## config.mk

```make
export PLATFORM = sky130hd
export DESIGN_NAME = multi_timer_table_top
export DESIGN_NICKNAME = d
export VERILOG_FILES = /design/src/rtl/mtt_pkg.sv /design/src/rtl/mtt_ram.sv /design/src/rtl/mtt_front.sv /design/src/rtl/mtt_queue.sv /design/src/rtl/mtt_back.sv /design/src/rtl/multi_timer_table_top.sv
export SDC_FILE = /design/constraint.sdc
export NUM_CORES = 2
export LEC_CHECK = 0
export ABC_AREA = 1
export BUFFER_PORTS_ARGS = -buffer_cell sky130_fd_sc_hd__clkbuf_2
export CAP_MARGIN = 0
export CORE_MARGIN = 2
export CORE_UTILIZATION = 55
export CTS_CLUSTER_DIAMETER = 150
export DETAILED_ROUTE_END_ITERATION = 16
export GPL_TIMING_DRIVEN = 0
export PLACE_DENSITY = 0.7
export SYNTH_ARGS = -nofsm -noshare
export SYNTH_HDL_FRONTEND = slang
export SYNTH_SLANG_ARGS = --single-unit
export TNS_END_PERCENT = 20
```

## constraint.sdc

```tcl
create_clock -name clock -period 19.1 [get_ports clock]
set_clock_uncertainty 0.2 [all_clocks]
set_input_delay 0.955 -clock clock [delete_from_list [all_inputs] [get_ports clock]]
set_output_delay 0.955 -clock clock [all_outputs]
set_load 0.05 [all_outputs]
```

## src/rtl/mtt_pkg.sv

```systemverilog
`default_nettype none

package mtt_pkg;

   // table size; slot indices travel in 5 bits, so at most 32 slots are usable
   localparam int TIMER_SLOTS = 32;
   localparam int QUEUE_IDS   = 16;
   localparam int SLOT_CNT    = (TIMER_SLOTS < 32) ? TIMER_SLOTS : 32;
   localparam int SLOT_AW     = (SLOT_CNT > 1) ? $clog2(SLOT_CNT) : 1;
   localparam int SLOT_CW     = SLOT_AW + 1;

   // field widths
   localparam int OP_W   = 3;
   localparam int IDX_W  = 5;
   localparam int QID_W  = 4;
   localparam int BYTE_W = 8;
   localparam int TICK_W = 32;
   localparam int QD_W   = QID_W + BYTE_W;

   localparam logic [TICK_W-1:0] ALL_ONES = 32'hFFFF_FFFF;

   // command queue between front and back
   localparam int CMDQ_DEPTH = 4;
   localparam int CMDQ_AW    = $clog2(CMDQ_DEPTH);

   // request op codes
   localparam logic [OP_W-1:0] OP_ALLOC = 3'd0;
   localparam logic [OP_W-1:0] OP_FREE  = 3'd1;
   localparam logic [OP_W-1:0] OP_BIND  = 3'd2;
   localparam logic [OP_W-1:0] OP_ARM   = 3'd3;
   localparam logic [OP_W-1:0] OP_TICK  = 3'd4;

   // result kinds
   localparam logic RSP_ALLOC = 1'b0;
   localparam logic RSP_FIRED = 1'b1;

   typedef enum logic [2:0] {
      CMD_ALLOC,
      CMD_FREE,
      CMD_BIND,
      CMD_ARM,
      CMD_TICK
   } cmd_kind_type;

   typedef enum logic [1:0] {
      SLOT_FREE  = 2'd0,
      SLOT_ALLOC = 2'd1,
      SLOT_ARMED = 2'd2
   } slot_state_type;

   typedef enum logic [1:0] {
      BK_IDLE,
      BK_SCAN,
      BK_FLUSH
   } back_state_type;

   typedef struct packed {
      cmd_kind_type        kind;
      logic [IDX_W-1:0]    index;
      logic [QID_W-1:0]    queue;
      logic [BYTE_W-1:0]   data;
      logic [TICK_W-1:0]   delay;
   } cmd_type;

endpackage

`default_nettype wire

```

## src/rtl/mtt_ram.sv

```systemverilog
`default_nettype none

module mtt_ram #(
   parameter int WIDTH = 8,
   parameter int DEPTH = 32,
   localparam int ADDR_W = (DEPTH > 1) ? $clog2(DEPTH) : 1
) (
   input  wire logic              clock,
   input  wire logic              wr_en,
   input  wire logic [ADDR_W-1:0] wr_addr,
   input  wire logic [WIDTH-1:0]  wr_data,
   input  wire logic              rd_en,
   input  wire logic [ADDR_W-1:0] rd_addr,
   output logic      [WIDTH-1:0]  rd_data
);

   logic [WIDTH-1:0] mem_ff [DEPTH];
   logic [WIDTH-1:0] rd_data_ff;

   // write port
   always_ff @(posedge clock) begin
      if (wr_en) begin
         mem_ff[wr_addr] <= wr_data;
      end
   end

   // registered read, holds when not enabled
   always_ff @(posedge clock) begin
      if (rd_en) begin
         rd_data_ff <= mem_ff[rd_addr];
      end
   end

   assign rd_data = rd_data_ff;

endmodule

`default_nettype wire

```

## src/rtl/mtt_front.sv

```systemverilog
`default_nettype none

module mtt_front (
   input  wire logic                   clock,
   input  wire logic                   reset,
   input  wire logic                   req_tvalid,
   output logic                        req_tready,
   input  wire logic [55:0]            req_tdata,
   input  wire logic [mtt_pkg::OP_W-1:0] req_tuser,
   input  wire logic                   q_full,
   output logic                        q_push,
   output mtt_pkg::cmd_type            q_cmd
);

   import mtt_pkg::*;

   logic [IDX_W-1:0]  f_index;
   logic [QID_W-1:0]  f_queue;
   logic [BYTE_W-1:0] f_data;
   logic [TICK_W-1:0] f_delay;
   logic              idx_ok;
   logic              qid_ok;
   logic              keep;
   cmd_kind_type      cmd_kind;
   logic              busy_ff;
   logic              busy_in;

   // unpack the word
   assign f_index = req_tdata[4:0];
   assign f_queue = req_tdata[8:5];
   assign f_data  = req_tdata[16:9];
   assign f_delay = req_tdata[48:17];

   assign idx_ok = {1'b0, f_index} < (IDX_W + 1)'(SLOT_CNT);
   assign qid_ok = {5'd0, f_queue} < (QID_W + 5)'(QUEUE_IDS);

   // classify: drop words that leave the table untouched
   always_comb begin
      keep     = 1'b0;
      cmd_kind = CMD_TICK;
      case (req_tuser)
         OP_ALLOC: begin
            keep     = 1'b1;
            cmd_kind = CMD_ALLOC;
         end
         OP_FREE: begin
            keep     = idx_ok;
            cmd_kind = CMD_FREE;
         end
         OP_BIND: begin
            keep     = idx_ok && qid_ok;
            cmd_kind = CMD_BIND;
         end
         OP_ARM: begin
            keep     = idx_ok;
            cmd_kind = CMD_ARM;
         end
         OP_TICK: begin
            keep     = 1'b1;
            cmd_kind = CMD_TICK;
         end
         default: begin
            keep     = 1'b0;
            cmd_kind = CMD_TICK;
         end
      endcase
   end

   assign q_cmd = {cmd_kind, f_index, f_queue, f_data, f_delay};

   // hold off for one cycle after reset
   assign busy_in = 1'b0;

   always_ff @(posedge clock) begin
      if (reset) begin
         busy_ff <= 1'b1;
      end else begin
         busy_ff <= busy_in;
      end
   end

   assign req_tready = !q_full && !busy_ff;
   assign q_push     = req_tvalid && req_tready && keep;

endmodule

`default_nettype wire

```

## src/rtl/mtt_queue.sv

```systemverilog
`default_nettype none

module mtt_queue (
   input  wire logic             clock,
   input  wire logic             reset,
   input  wire logic             push,
   input  mtt_pkg::cmd_type      push_cmd,
   output logic                  full,
   input  wire logic             pop,
   output mtt_pkg::cmd_type      pop_cmd,
   output logic                  not_empty
);

   import mtt_pkg::*;

   cmd_type              store_ff [CMDQ_DEPTH];
   logic [CMDQ_AW-1:0]   wr_ptr_ff;
   logic [CMDQ_AW-1:0]   wr_ptr_in;
   logic [CMDQ_AW-1:0]   rd_ptr_ff;
   logic [CMDQ_AW-1:0]   rd_ptr_in;
   logic [CMDQ_AW:0]     count_ff;
   logic [CMDQ_AW:0]     count_in;
   logic                 do_push;
   logic                 do_pop;

   assign full      = count_ff == (CMDQ_AW + 1)'(CMDQ_DEPTH);
   assign not_empty = count_ff != '0;
   assign do_push   = push && !full;
   assign do_pop    = pop && not_empty;
   assign pop_cmd   = store_ff[rd_ptr_ff];

   // advance pointers and count
   always_comb begin
      wr_ptr_in = do_push ? wr_ptr_ff + 1'b1 : wr_ptr_ff;
      rd_ptr_in = do_pop ? rd_ptr_ff + 1'b1 : rd_ptr_ff;
      count_in  = count_ff;
      if (do_push && !do_pop) begin
         count_in = count_ff + 1'b1;
      end else if (do_pop && !do_push) begin
         count_in = count_ff - 1'b1;
      end
   end

   always_ff @(posedge clock) begin
      if (reset) begin
         wr_ptr_ff <= '0;
         rd_ptr_ff <= '0;
         count_ff  <= '0;
      end else begin
         wr_ptr_ff <= wr_ptr_in;
         rd_ptr_ff <= rd_ptr_in;
         count_ff  <= count_in;
      end
   end

   // store the word
   always_ff @(posedge clock) begin
      if (do_push) begin
         store_ff[wr_ptr_ff] <= push_cmd;
      end
   end

endmodule

`default_nettype wire

```

## src/rtl/mtt_back.sv

```systemverilog
`default_nettype none

module mtt_back (
   input  wire logic                     clock,
   input  wire logic                     reset,
   input  wire logic                     cmd_valid,
   input  mtt_pkg::cmd_type              cmd,
   output logic                          cmd_pop,
   output logic                          rsp_tvalid,
   input  wire logic                     rsp_tready,
   output logic [23:0]                   rsp_tdata,
   output logic                          rsp_tuser,
   output logic                          rsp_tlast
);

   import mtt_pkg::*;

   back_state_type     state_ff;
   back_state_type     state_in;

   logic [TICK_W-1:0]  tick_count_ff;
   logic [TICK_W-1:0]  tick_count_in;
   logic [TICK_W-1:0]  next_deadline_ff;
   logic [TICK_W-1:0]  next_deadline_in;
   slot_state_type     status_ff [SLOT_CNT];

   // status write port
   logic               st_we;
   logic [SLOT_AW-1:0] st_wa;
   slot_state_type     st_wd;

   // scan state
   logic [SLOT_CW-1:0] scan_cnt_ff;
   logic [SLOT_CW-1:0] scan_cnt_in;
   logic               rd_valid_ff;
   logic               rd_valid_in;
   logic [SLOT_AW-1:0] rd_slot_ff;
   logic [SLOT_AW-1:0] rd_slot_in;
   logic [TICK_W-1:0]  nxt_ff;
   logic [TICK_W-1:0]  nxt_in;
   logic               held_valid_ff;
   logic               held_valid_in;
   logic [SLOT_AW-1:0] held_slot_ff;
   logic [SLOT_AW-1:0] held_slot_in;
   logic [QD_W-1:0]    held_qd_ff;
   logic [QD_W-1:0]    held_qd_in;

   // output register
   logic               rsp_valid_ff;
   logic               rsp_valid_in;
   logic               rsp_kind_ff;
   logic               rsp_kind_in;
   logic [IDX_W-1:0]   rsp_index_ff;
   logic [IDX_W-1:0]   rsp_index_in;
   logic               rsp_ok_ff;
   logic               rsp_ok_in;
   logic [QD_W-1:0]    rsp_qd_ff;
   logic [QD_W-1:0]    rsp_qd_in;
   logic               rsp_last_ff;
   logic               rsp_last_in;

   // memories
   logic               dl_we;
   logic               qd_we;
   logic               rd_en;
   logic [SLOT_AW-1:0] rd_addr;
   logic [TICK_W-1:0]  dl_wdata;
   logic [TICK_W-1:0]  dl_rdata;
   logic [QD_W-1:0]    qd_rdata;

   logic               out_free;
   logic               take;
   logic [SLOT_AW-1:0] cmd_slot;
   logic [TICK_W-1:0]  tick_next;
   logic               start_scan;
   logic               issue;
   logic               armed;
   logic               fires;
   logic               stall;
   logic               advance;
   logic               flush_done;
   logic               free_found;
   logic [SLOT_AW-1:0] free_slot;

   assign out_free  = !rsp_valid_ff || rsp_tready;
   assign cmd_slot  = cmd.index[SLOT_AW-1:0];
   assign tick_next = tick_count_ff + 1'b1;
   assign dl_wdata  = tick_count_ff + cmd.delay;
   assign take      = (state_ff == BK_IDLE) && cmd_valid
                      && ((cmd.kind != CMD_ALLOC) || out_free);
   assign cmd_pop   = take;
   assign start_scan = take && (cmd.kind == CMD_TICK) && !(next_deadline_ff > tick_next);

   // scan pipeline: one slot read per cycle unless stalled, data next cycle
   assign issue   = scan_cnt_ff < SLOT_CW'(SLOT_CNT);
   assign rd_addr = scan_cnt_ff[SLOT_AW-1:0];
   assign armed   = status_ff[rd_slot_ff] == SLOT_ARMED;
   assign fires   = armed && (dl_rdata <= tick_count_ff);
   assign stall   = rd_valid_ff && fires && held_valid_ff && !out_free;
   assign advance = (state_ff == BK_SCAN) && !stall;
   assign rd_en   = advance && issue;
   assign flush_done = !held_valid_ff || out_free;

   // lowest free slot
   always_comb begin
      free_found = 1'b0;
      free_slot  = '0;
      for (int i = SLOT_CNT - 1; i >= 0; i--) begin
         if (status_ff[i] == SLOT_FREE) begin
            free_found = 1'b1;
            free_slot  = SLOT_AW'(i);
         end
      end
   end

   // next state
   always_comb begin
      state_in = state_ff;
      case (state_ff)
         BK_IDLE: begin
            if (start_scan) begin
               state_in = BK_SCAN;
            end
         end
         BK_SCAN: begin
            if (!issue && !rd_valid_ff) begin
               state_in = BK_FLUSH;
            end
         end
         BK_FLUSH: begin
            if (flush_done) begin
               state_in = BK_IDLE;
            end
         end
         default: begin
            state_in = BK_IDLE;
         end
      endcase
   end

   // datapath and outputs
   always_comb begin
      tick_count_in    = tick_count_ff;
      next_deadline_in = next_deadline_ff;
      st_we            = 1'b0;
      st_wa            = cmd_slot;
      st_wd            = SLOT_FREE;
      dl_we            = 1'b0;
      qd_we            = 1'b0;
      scan_cnt_in      = scan_cnt_ff;
      rd_valid_in      = rd_valid_ff;
      rd_slot_in       = rd_slot_ff;
      nxt_in           = nxt_ff;
      held_valid_in    = held_valid_ff;
      held_slot_in     = held_slot_ff;
      held_qd_in       = held_qd_ff;
      rsp_valid_in     = rsp_valid_ff && !rsp_tready;
      rsp_kind_in      = rsp_kind_ff;
      rsp_index_in     = rsp_index_ff;
      rsp_ok_in        = rsp_ok_ff;
      rsp_qd_in        = rsp_qd_ff;
      rsp_last_in      = rsp_last_ff;
      case (state_ff)
         BK_IDLE: begin
            if (take) begin
               case (cmd.kind)
                  CMD_ALLOC: begin
                     st_we        = free_found;
                     st_wa        = free_slot;
                     st_wd        = SLOT_ALLOC;
                     rsp_valid_in = 1'b1;
                     rsp_kind_in  = RSP_ALLOC;
                     rsp_index_in = free_found ? IDX_W'(free_slot) : '0;
                     rsp_ok_in    = free_found;
                     rsp_qd_in    = '0;
                     rsp_last_in  = 1'b1;
                  end
                  CMD_FREE: begin
                     st_we = 1'b1;
                     st_wd = SLOT_FREE;
                  end
                  CMD_BIND: begin
                     qd_we = 1'b1;
                  end
                  CMD_ARM: begin
                     dl_we = 1'b1;
                     st_we = 1'b1;
                     st_wd = SLOT_ARMED;
                     if (next_deadline_ff > dl_wdata) begin
                        next_deadline_in = dl_wdata;
                     end
                  end
                  CMD_TICK: begin
                     tick_count_in = tick_next;
                     scan_cnt_in   = '0;
                     rd_valid_in   = 1'b0;
                     nxt_in        = ALL_ONES;
                     held_valid_in = 1'b0;
                  end
                  default: begin
                     st_we = 1'b0;
                  end
               endcase
            end
         end
         BK_SCAN: begin
            if (advance) begin
               if (rd_valid_ff) begin
                  if (fires) begin
                     st_we = 1'b1;
                     st_wa = rd_slot_ff;
                     st_wd = SLOT_ALLOC;
                     // release the previous hit, now known not to be the last
                     if (held_valid_ff) begin
                        rsp_valid_in = 1'b1;
                        rsp_kind_in  = RSP_FIRED;
                        rsp_index_in = IDX_W'(held_slot_ff);
                        rsp_ok_in    = 1'b0;
                        rsp_qd_in    = held_qd_ff;
                        rsp_last_in  = 1'b0;
                     end
                     held_valid_in = 1'b1;
                     held_slot_in  = rd_slot_ff;
                     held_qd_in    = qd_rdata;
                  end else if (armed && (nxt_ff > dl_rdata)) begin
                     nxt_in = dl_rdata;
                  end
               end
               rd_valid_in = issue;
               rd_slot_in  = rd_addr;
               if (issue) begin
                  scan_cnt_in = scan_cnt_ff + 1'b1;
               end
            end
         end
         BK_FLUSH: begin
            if (flush_done) begin
               next_deadline_in = nxt_ff;
               if (held_valid_ff) begin
                  rsp_valid_in = 1'b1;
                  rsp_kind_in  = RSP_FIRED;
                  rsp_index_in = IDX_W'(held_slot_ff);
                  rsp_ok_in    = 1'b0;
                  rsp_qd_in    = held_qd_ff;
                  rsp_last_in  = 1'b1;
               end
               held_valid_in = 1'b0;
            end
         end
         default: begin
            st_we = 1'b0;
         end
      endcase
   end

   // control registers
   always_ff @(posedge clock) begin
      if (reset) begin
         state_ff         <= BK_IDLE;
         tick_count_ff    <= '0;
         next_deadline_ff <= ALL_ONES;
         scan_cnt_ff      <= '0;
         rd_valid_ff      <= 1'b0;
         held_valid_ff    <= 1'b0;
         rsp_valid_ff     <= 1'b0;
      end else begin
         state_ff         <= state_in;
         tick_count_ff    <= tick_count_in;
         next_deadline_ff <= next_deadline_in;
         scan_cnt_ff      <= scan_cnt_in;
         rd_valid_ff      <= rd_valid_in;
         held_valid_ff    <= held_valid_in;
         rsp_valid_ff     <= rsp_valid_in;
      end
   end

   // slot status
   always_ff @(posedge clock) begin
      if (reset) begin
         for (int i = 0; i < SLOT_CNT; i++) begin
            status_ff[i] <= SLOT_FREE;
         end
      end else if (st_we) begin
         status_ff[st_wa] <= st_wd;
      end
   end

   // payload registers
   always_ff @(posedge clock) begin
      rd_slot_ff   <= rd_slot_in;
      nxt_ff       <= nxt_in;
      held_slot_ff <= held_slot_in;
      held_qd_ff   <= held_qd_in;
      rsp_kind_ff  <= rsp_kind_in;
      rsp_index_ff <= rsp_index_in;
      rsp_ok_ff    <= rsp_ok_in;
      rsp_qd_ff    <= rsp_qd_in;
      rsp_last_ff  <= rsp_last_in;
   end

   mtt_ram #(
      .WIDTH (TICK_W),
      .DEPTH (SLOT_CNT)
   ) u_deadline_ram (
      .clock   (clock),
      .wr_en   (dl_we),
      .wr_addr (cmd_slot),
      .wr_data (dl_wdata),
      .rd_en   (rd_en),
      .rd_addr (rd_addr),
      .rd_data (dl_rdata)
   );

   // queue id in the low bits, data byte above
   mtt_ram #(
      .WIDTH (QD_W),
      .DEPTH (SLOT_CNT)
   ) u_target_ram (
      .clock   (clock),
      .wr_en   (qd_we),
      .wr_addr (cmd_slot),
      .wr_data ({cmd.data, cmd.queue}),
      .rd_en   (rd_en),
      .rd_addr (rd_addr),
      .rd_data (qd_rdata)
   );

   assign rsp_tvalid = rsp_valid_ff;
   assign rsp_tuser  = rsp_kind_ff;
   assign rsp_tlast  = rsp_last_ff;
   assign rsp_tdata  = {6'd0, rsp_qd_ff, rsp_ok_ff, rsp_index_ff};

endmodule

`default_nettype wire

```

## src/rtl/multi_timer_table_top.sv

```systemverilog
`default_nettype none

// Channel  Ports   Word
// -------  ------  -------------------------------------------------------------
// request  req_*   tuser op; tdata timer_index, dest_queue, event_data, delay
// result   rsp_*   tuser kind; tdata out_index, alloc_ok, out_queue, out_data;
//                  tlast last
//
// Alloc, free, bind, arm and a tick that stays short of the earliest deadline
// are handled straight from idle. A tick that reaches the earliest deadline scans
// the slot table through the deadline RAM one slot per cycle while no result
// stall holds it.
// Requests queue in a four-word command queue; req_tready drops only when it
// is full, and for one cycle after reset. Reset is synchronous and frees all
// slots at once; a full result register stalls the scan and alloc.

module multi_timer_table_top (
   input  wire logic        clock,
   input  wire logic        reset,
   input  wire logic        req_tvalid,
   output logic             req_tready,
   input  wire logic [55:0] req_tdata,  // timer_index, dest_queue, event_data, delay
   input  wire logic [2:0]  req_tuser,  // op
   output logic             rsp_tvalid,
   input  wire logic        rsp_tready,
   output logic [23:0]      rsp_tdata,  // out_index, alloc_ok, out_queue, out_data
   output logic             rsp_tuser,  // kind
   output logic             rsp_tlast
);

   import mtt_pkg::*;

   cmd_type push_cmd;
   cmd_type pop_cmd;
   logic    q_push;
   logic    q_full;
   logic    q_pop;
   logic    q_not_empty;

   mtt_front u_front (
      .clock      (clock),
      .reset      (reset),
      .req_tvalid (req_tvalid),
      .req_tready (req_tready),
      .req_tdata  (req_tdata),
      .req_tuser  (req_tuser),
      .q_full     (q_full),
      .q_push     (q_push),
      .q_cmd      (push_cmd)
   );

   mtt_queue u_queue (
      .clock     (clock),
      .reset     (reset),
      .push      (q_push),
      .push_cmd  (push_cmd),
      .full      (q_full),
      .pop       (q_pop),
      .pop_cmd   (pop_cmd),
      .not_empty (q_not_empty)
   );

   mtt_back u_back (
      .clock      (clock),
      .reset      (reset),
      .cmd_valid  (q_not_empty),
      .cmd        (pop_cmd),
      .cmd_pop    (q_pop),
      .rsp_tvalid (rsp_tvalid),
      .rsp_tready (rsp_tready),
      .rsp_tdata  (rsp_tdata),
      .rsp_tuser  (rsp_tuser),
      .rsp_tlast  (rsp_tlast)
   );

endmodule

`default_nettype wire

```

* Yosys cells after proc, flatten, opt, wreduce, memory -nomap -nowiden
Memory sizes are Yosys's and may differ from the RTL's. A register that Yosys moved wholly into a read port is not among the register bits.
Cells that the tools add are included.
W data, S select, Z words.
** Word-level totals
- Word-level logic and storage cells :: 343
- Flip-flop bits (word level) :: 157
- Memories :: 4
- Input bits :: 63
- Memory bits (writable) :: 1680
- Output and inout port bits :: 28
** Cells by class
- Equality and inequality tests :: 28
- $add $sub $neg :: 7
- Reductions and logical operators :: 90
- Mux-type cells :: 189
- $lt $le $gt $ge :: 5
** Memories
- u_back.u_deadline_ram.mem_ff :: words 32, width 32, read ports 1, clocked after memory_dff 1, wr ports 1, line mtt_ram.sv:17 : logic [WIDTH-1:0] mem_ff [DEPTH];
- u_back.u_target_ram.mem_ff :: words 32, width 12, read ports 1, clocked after memory_dff 1, wr ports 1, line mtt_ram.sv:17
- u_queue.store_ff :: words 4, width 52, read ports 1, clocked after memory_dff 1, wr ports 1, line mtt_queue.sv:16 : cmd_type store_ff [CMDQ_DEPTH];
- u_back.status_ff :: words 32, width 2, read ports 33, clocked after memory_dff 1, wr ports 32, line mtt_back.sv:25 : slot_state_type status_ff [SLOT_CNT];
** Operator list (count)
- $mux W32 :: 10
- $mux W5 :: 47
- $pmux W32 S2 :: 2
- $gt A32 B32 Y1 :: 3
- $mux W1 :: 92
- $mux W12 :: 7
- $logic_not A2 Y1 :: 33
- $pmux W12 S3 :: 1
- $add A32 B1 Y32 const B :: 1
- $add A32 B32 Y32 :: 1
- $le A32 B32 Y1 :: 1
- $mux W6 :: 4
- $reduce_and A7 Y1 :: 3
- $logic_and A1 B1 Y1 :: 20
- $mux W2 :: 9
- $ne A2 B1 Y1 const B :: 9
- $pmux W1 S3 :: 5
- $pmux W5 S3 :: 1
- $ne A2 B2 Y1 const B :: 7
- $eq A3 B2 Y1 const B :: 4
- $logic_not A1 Y1 :: 12
- $pmux W3 S4 :: 1
- $pmux W6 S2 :: 1
- $pmux W5 S2 :: 1
- 24 further kinds :: 44

* Logic depth before layout (Yosys ltp)
An unclocked memory read counts as a cell.
- Depth in word-level cells :: 42
- Depth in mapped cells :: 42

* Hierarchy
Synthesis repeated with hierarchy kept, for this count alone.
** Unflattened totals
- Cell total of the unflattened synthesis :: 7372
- Area total of the unflattened synthesis :: 82811.9 um^2
** Modules (own cells, without submodules)
- mtt_ram (u_back.u_deadline_ram) :: cells an instance 3536, times used 1, seq. area each 31710.4 um^2, area each 42726.0 um^2
- mtt_ram (u_back.u_target_ram) :: cells an instance 1358, times used 1, seq. area each 11891.4 um^2, area each 16019.1 um^2
- mtt_back :: cells an instance 1846, times used 1, seq. area each 5745.5 um^2, area each 14900.5 um^2
- mtt_queue :: cells an instance 571, times used 1, seq. area each 6426.2 um^2, area each 8729.6 um^2
- mtt_front :: cells an instance 61, times used 1, seq. area each 20.0 um^2, area each 436.7 um^2

* Least setup slack after synthesis
OpenSTA, ideal clock, no wires.
- Path type :: register -> register
- Start :: register (tool-made name)
- End :: register u_back.next_deadline_ff[25]
- Setup slack :: 11.950 ns
- Cell stages (with the launch flop) :: 42
- Arrival time :: 6.827 ns
- Period minus slack after synthesis :: 7.150 ns
- Buffers on the path :: 6
- Cells stage by stage :: dfxtp_1 > inv_2 > buf_4 > clkbuf_1 > clkbuf_1 > clkbuf_1 > nor2_1 > o22ai_1 > ha_1 > fa_1 > nand3_1 > nand2_1 > nand2_1 > o211ai_1 > a21boi_1 > o21ai_2 > a21boi_1 > o21ai_1 > [... 6 more ...] > xor2_1 > inv_1 > ha_1 > nand2_1 > inv_1 > nand3_1 > nor4_1 > inv_1 > a21oi_1 > a31oi_1 > o211ai_1 > a31oi_1 > o32ai_1 > nand2_1 > clkbuf_1 > clkbuf_1 > a21oi_1 > o21ai_0
** RTL lines
- end signal, assigned :: line mtt_back.sv:269 : next_deadline_ff <= next_deadline_in;
- end, declared :: line mtt_back.sv:23 : logic [TICK_W-1:0] next_deadline_ff;

==> results_dict.tcl <==
set metrics [dict create \
    coreArea_um2 143000 \
    synthDistinctLibCells 64 \
    die_h_um 383 \
    grt_max_degree 35 \
    grt_pass1_wl_mm 363 \
    gr-usage-all-layers_pct 34.7 \
    p_comb_share_pct 39.5 \
    num_rows 139 \
    portBuffers 77 \
    path_class "reg -> reg" \
    outcome "complete, but fails checks" \
    synth-edff-count 1798 \
    internal_power_mw 9.21 \
    hold_buffers 0 \
    pin_count 91 \
    start_kind "flip-flop" \
    cts_made_buffers 187 \
    rsz0062_at_grt "no" \
    dr.first_iter.drc_count 8608 \
    max-cap-violations 3 \
    tightestPinTransition_ps 1540 \
    cts_setup_buffers 0 \
    drc_errors 0 \
    nNetsFinal 7079 \
    clk_latency_ps 820 \
    hold_viol_final 0 \
    postSynthAreaPerCell_um2 12.2 \
    slowest_stage "clkbuf_1" \
    hold-worst-slack_ps 154 \
    synth-seq-cells 1888 \
    placed_cell_area_um2 84400 \
    placed_cells 8555 \
    clockPowerShare_pct 22.6 \
    routed_wl_mm 258 \
    cp_max_fo 11 \
    cts_max_level 4 \
    syn-cell-area_um2 78900 \
    fin_crit_sh_pct 52.9 \
    synth-simple-area-share_pct 10.2 \
    fmax_ghz 0.0989 \
    async_reset_ff_share_pct 0 \
    synthXorXnorAreaFrac_pct 0.555 \
    synth_top_area_cell "edfxtp_1" \
    vias 56600 \
    synth_top_area_share_pct 68.4 \
    post_synth_mux_area_share_pct 0 \
    yosys-top-cells-area "edfxtp_1 68%, o21ai_0 6.2%, nor2_1 5.3%" \
    switchingPower_mw 6.34 \
    routedWlPerCell_um 29.0 \
    drt_pre_antenna_iters 6 \
    slew_viol_final 16 \
    ir_drop_uv 178 \
    grt.overflow.total 0 \
    cts_tree "built" \
    area_delta_synth_final_pct 14.2 \
    slew_headroom_pct -2.94 \
    gp_congestion 0.969 \
    swShare_pct 40.8 \
    grt_antenna_before_repair 27 \
    synth_compound_area_share_pct 12.4 \
    cts_resized 0 \
    ys.flop_type "edfxtp_1" \
    fin_cells 8894 \
    place_ws_ps 9180 \
    synth_top_family_by_area "compound AO/OA/AOI/OAI gates" \
    crit_arrival_ps 10570 \
    fin_crit_ps 10110 \
    seqPwrFrac_pct 37.9 \
    dieArea_um2 147000 \
    finalSetupViolations 0 \
    hold_path.class "in -> reg" \
    grt_pass1_vias 54000 \
    clock_sinks 1888 \
    p_leak_nw 30.1 \
    drive_gt1_share_pct 8.72 \
    power.density_nw_per_um2 172 \
    yosysWarningCount 0 \
    critical_path.max_stage_delay_ps 620 \
    layout_setup_ws_ps 8990 \
    failed_checks "capacitance limit, slew limit" \
    setup_tns_ps 0 \
    cp.required_ps 19560 \
    cts_buffer_depth 3 \
    initial_utilization_pct 55.2 \
    die_w_um 383 \
    endpoint_kind "flip-flop" \
    synthAdderAreaFrac_pct 2.75 \
    yosysSeqAreaShare_pct 70.7 \
    syn_inst 6478 \
    final_cell_area_um2 90200 \
    cts_root_buffer "clkbuf_16" \
    path_clk_slew_ps 60 \
    via_per_inst 6.36 \
    route.antenna.remaining_nets 0 \
    place.detailed.hpwl_mm 185 \
]
## through the flow
stage          total power, mW  util (%)
5_1_grt                   16.0      63.1
4_1_cts                   15.3      63.0
3_3_place_gp              11.2      57.2
6_report                  15.5      63.1
2_1_floorplan             8.79         -
3_5_place_dp              11.8      59.0
## synthesized netlist by cell type (8+ instances only)
| cell | count |
|---|---|
| nor2_2 | 8 |
| a21oi_1 | 172 |
| inv_1 | 284 |
| a211oi_1 | 10 |
| dfxtp_1 | 90 |
| o21ai_1 | 11 |
| clkbuf_1 | 352 |
| o211ai_1 | 55 |
| a31oi_1 | 10 |
| nor2_1 | 1120 |
| nand3_2 | 14 |
| nand4_1 | 76 |
| a221oi_1 | 18 |
| buf_1 | 24 |
| buf_4 | 12 |
| o221ai_1 | 142 |
| o21ai_2 | 8 |
| ha_1 | 170 |
| edfxtp_1 | 1798 |
| nor4_1 | 10 |
| xor2_1 | 40 |
| xnor2_1 | 10 |
| nor3_1 | 19 |
| nand3_1 | 137 |
| inv_2 | 14 |
| o22ai_1 | 262 |
| nand2_1 | 562 |
| o21ai_0 | 975 |
## sequential cells by signal (all words and copies together) (netlist names), 2 cells and up, named ones only
name,count
u_back.u_deadline_ram.mem_ff,1024
u_back.u_target_ram.mem_ff,384
u_queue.store_ff,208
u_back.status_ff,64
u_back.next_deadline_ff,32
u_back.nxt_ff,32
u_back.tick_count_ff,32
u_back.u_deadline_ram.rd_data,32
u_back.held_qd_ff,12
u_back.rsp_qd_ff,12
u_back.u_target_ram.rd_data,12
u_back.scan_cnt_ff,6
u_back.held_slot_ff,5
u_back.rd_slot_ff,5
u_back.rsp_index_ff,5
u_queue.count_ff,3
u_back.state_ff,2
u_queue.rd_ptr_ff,2
u_queue.wr_ptr_ff,2
## routing by layer
metal  wire length [µm]  up-vias  track usage [%]
met5                289        -            0.694
met4              15100       26             18.5
met3              37000      740             11.1
met2             114000     3904             52.5
met1              91200    27400             44.8
li1                   -    24500                -
## power by group through the flow
stage / combinational (mW) / clock [mW] / sequential (mW)
2_1_floorplan: 2.77 / 0 / 6.02
3_3_place_gp: 5.09 / 0 / 6.11
3_5_place_dp: 5.84 / 0 / 5.97
4_1_cts: 5.87 / 3.51 / 5.88
5_1_grt: 6.40 / 3.66 / 5.90
6_report: 6.15 / 3.51 / 5.89
## cell type report
cell class	instances	area [µm²]
Inverter	300	1130
Clock inverter	91	637
Tap cell	1903	2380
Clock buffer	240	5070
Multi-Input combinational cell	3899	21300
Buffer	396	1570
Fill cell	10800	52800
Timing Repair Buffer	172	2240
Sequential cell	1888	55800
Antenna cell	5	12.5
## path summary, 6_finish.rpt
| path | startpoint | to | slack [ps] | cells past startpoint |
|---|---|---|---|---|
| worst min-delay path | req_tdata[38] | u_queue.store_ff[2][21] | 150 | 1 |
| worst max register to register | flip-flop | u_back.next_deadline_ff[7] | 8990 | 39 |
| worst max-delay path | flip-flop | u_back.next_deadline_ff[7] | 8990 | 39 |
| worst min register to register | u_back.u_target_ram.rd_data[7] | u_back.held_qd_ff[7] | 220 | 0 |
## placed cells by master (no fill, tap or decap), types with 19 or more instances in the layout
cell type / instances
ha_1: 170
clkinv_2: 29
nand3_1: 137
nor2_1: 1057
edfxtp_1: 1798
clkbuf_16: 194
clkbuf_2: 79
nor2_4: 38
clkbuf_1: 393
o221ai_1: 142
o22ai_1: 250
o211ai_1: 55
nand2_1: 562
o21ai_0: 972
buf_1: 24
buf_16: 19
inv_1: 283
nand4_1: 76
xor2_1: 25
buf_12: 48
a21oi_1: 172
nor2_2: 35
clkinv_1: 45
dfxtp_1: 90
## cells by family (layout without fill, tap and decap cells)
group           after synthesis  count (layout)
fa+ha+maj                   172             172
compound gates             1701            1701
simple gates               1970            1970
buf+inv                     696            1199
other cells                   1              11
xor+xnor                     50              50
flops                      1888            1888
## worst max-delay path: cells and delay by family (launching register included)
kind / cells / cell delay (ps)
flip-flops: 1 / 430
XOR/XNOR: 1 / 550
buffers and inverters: 9 / 3160
adder cells (fa/ha/maj): 3 / 850
AO/OA/AOI/OAI: 17 / 3850
AND/OR/NAND/NOR: 9 / 910
Power figures use the tool's default switching activity.
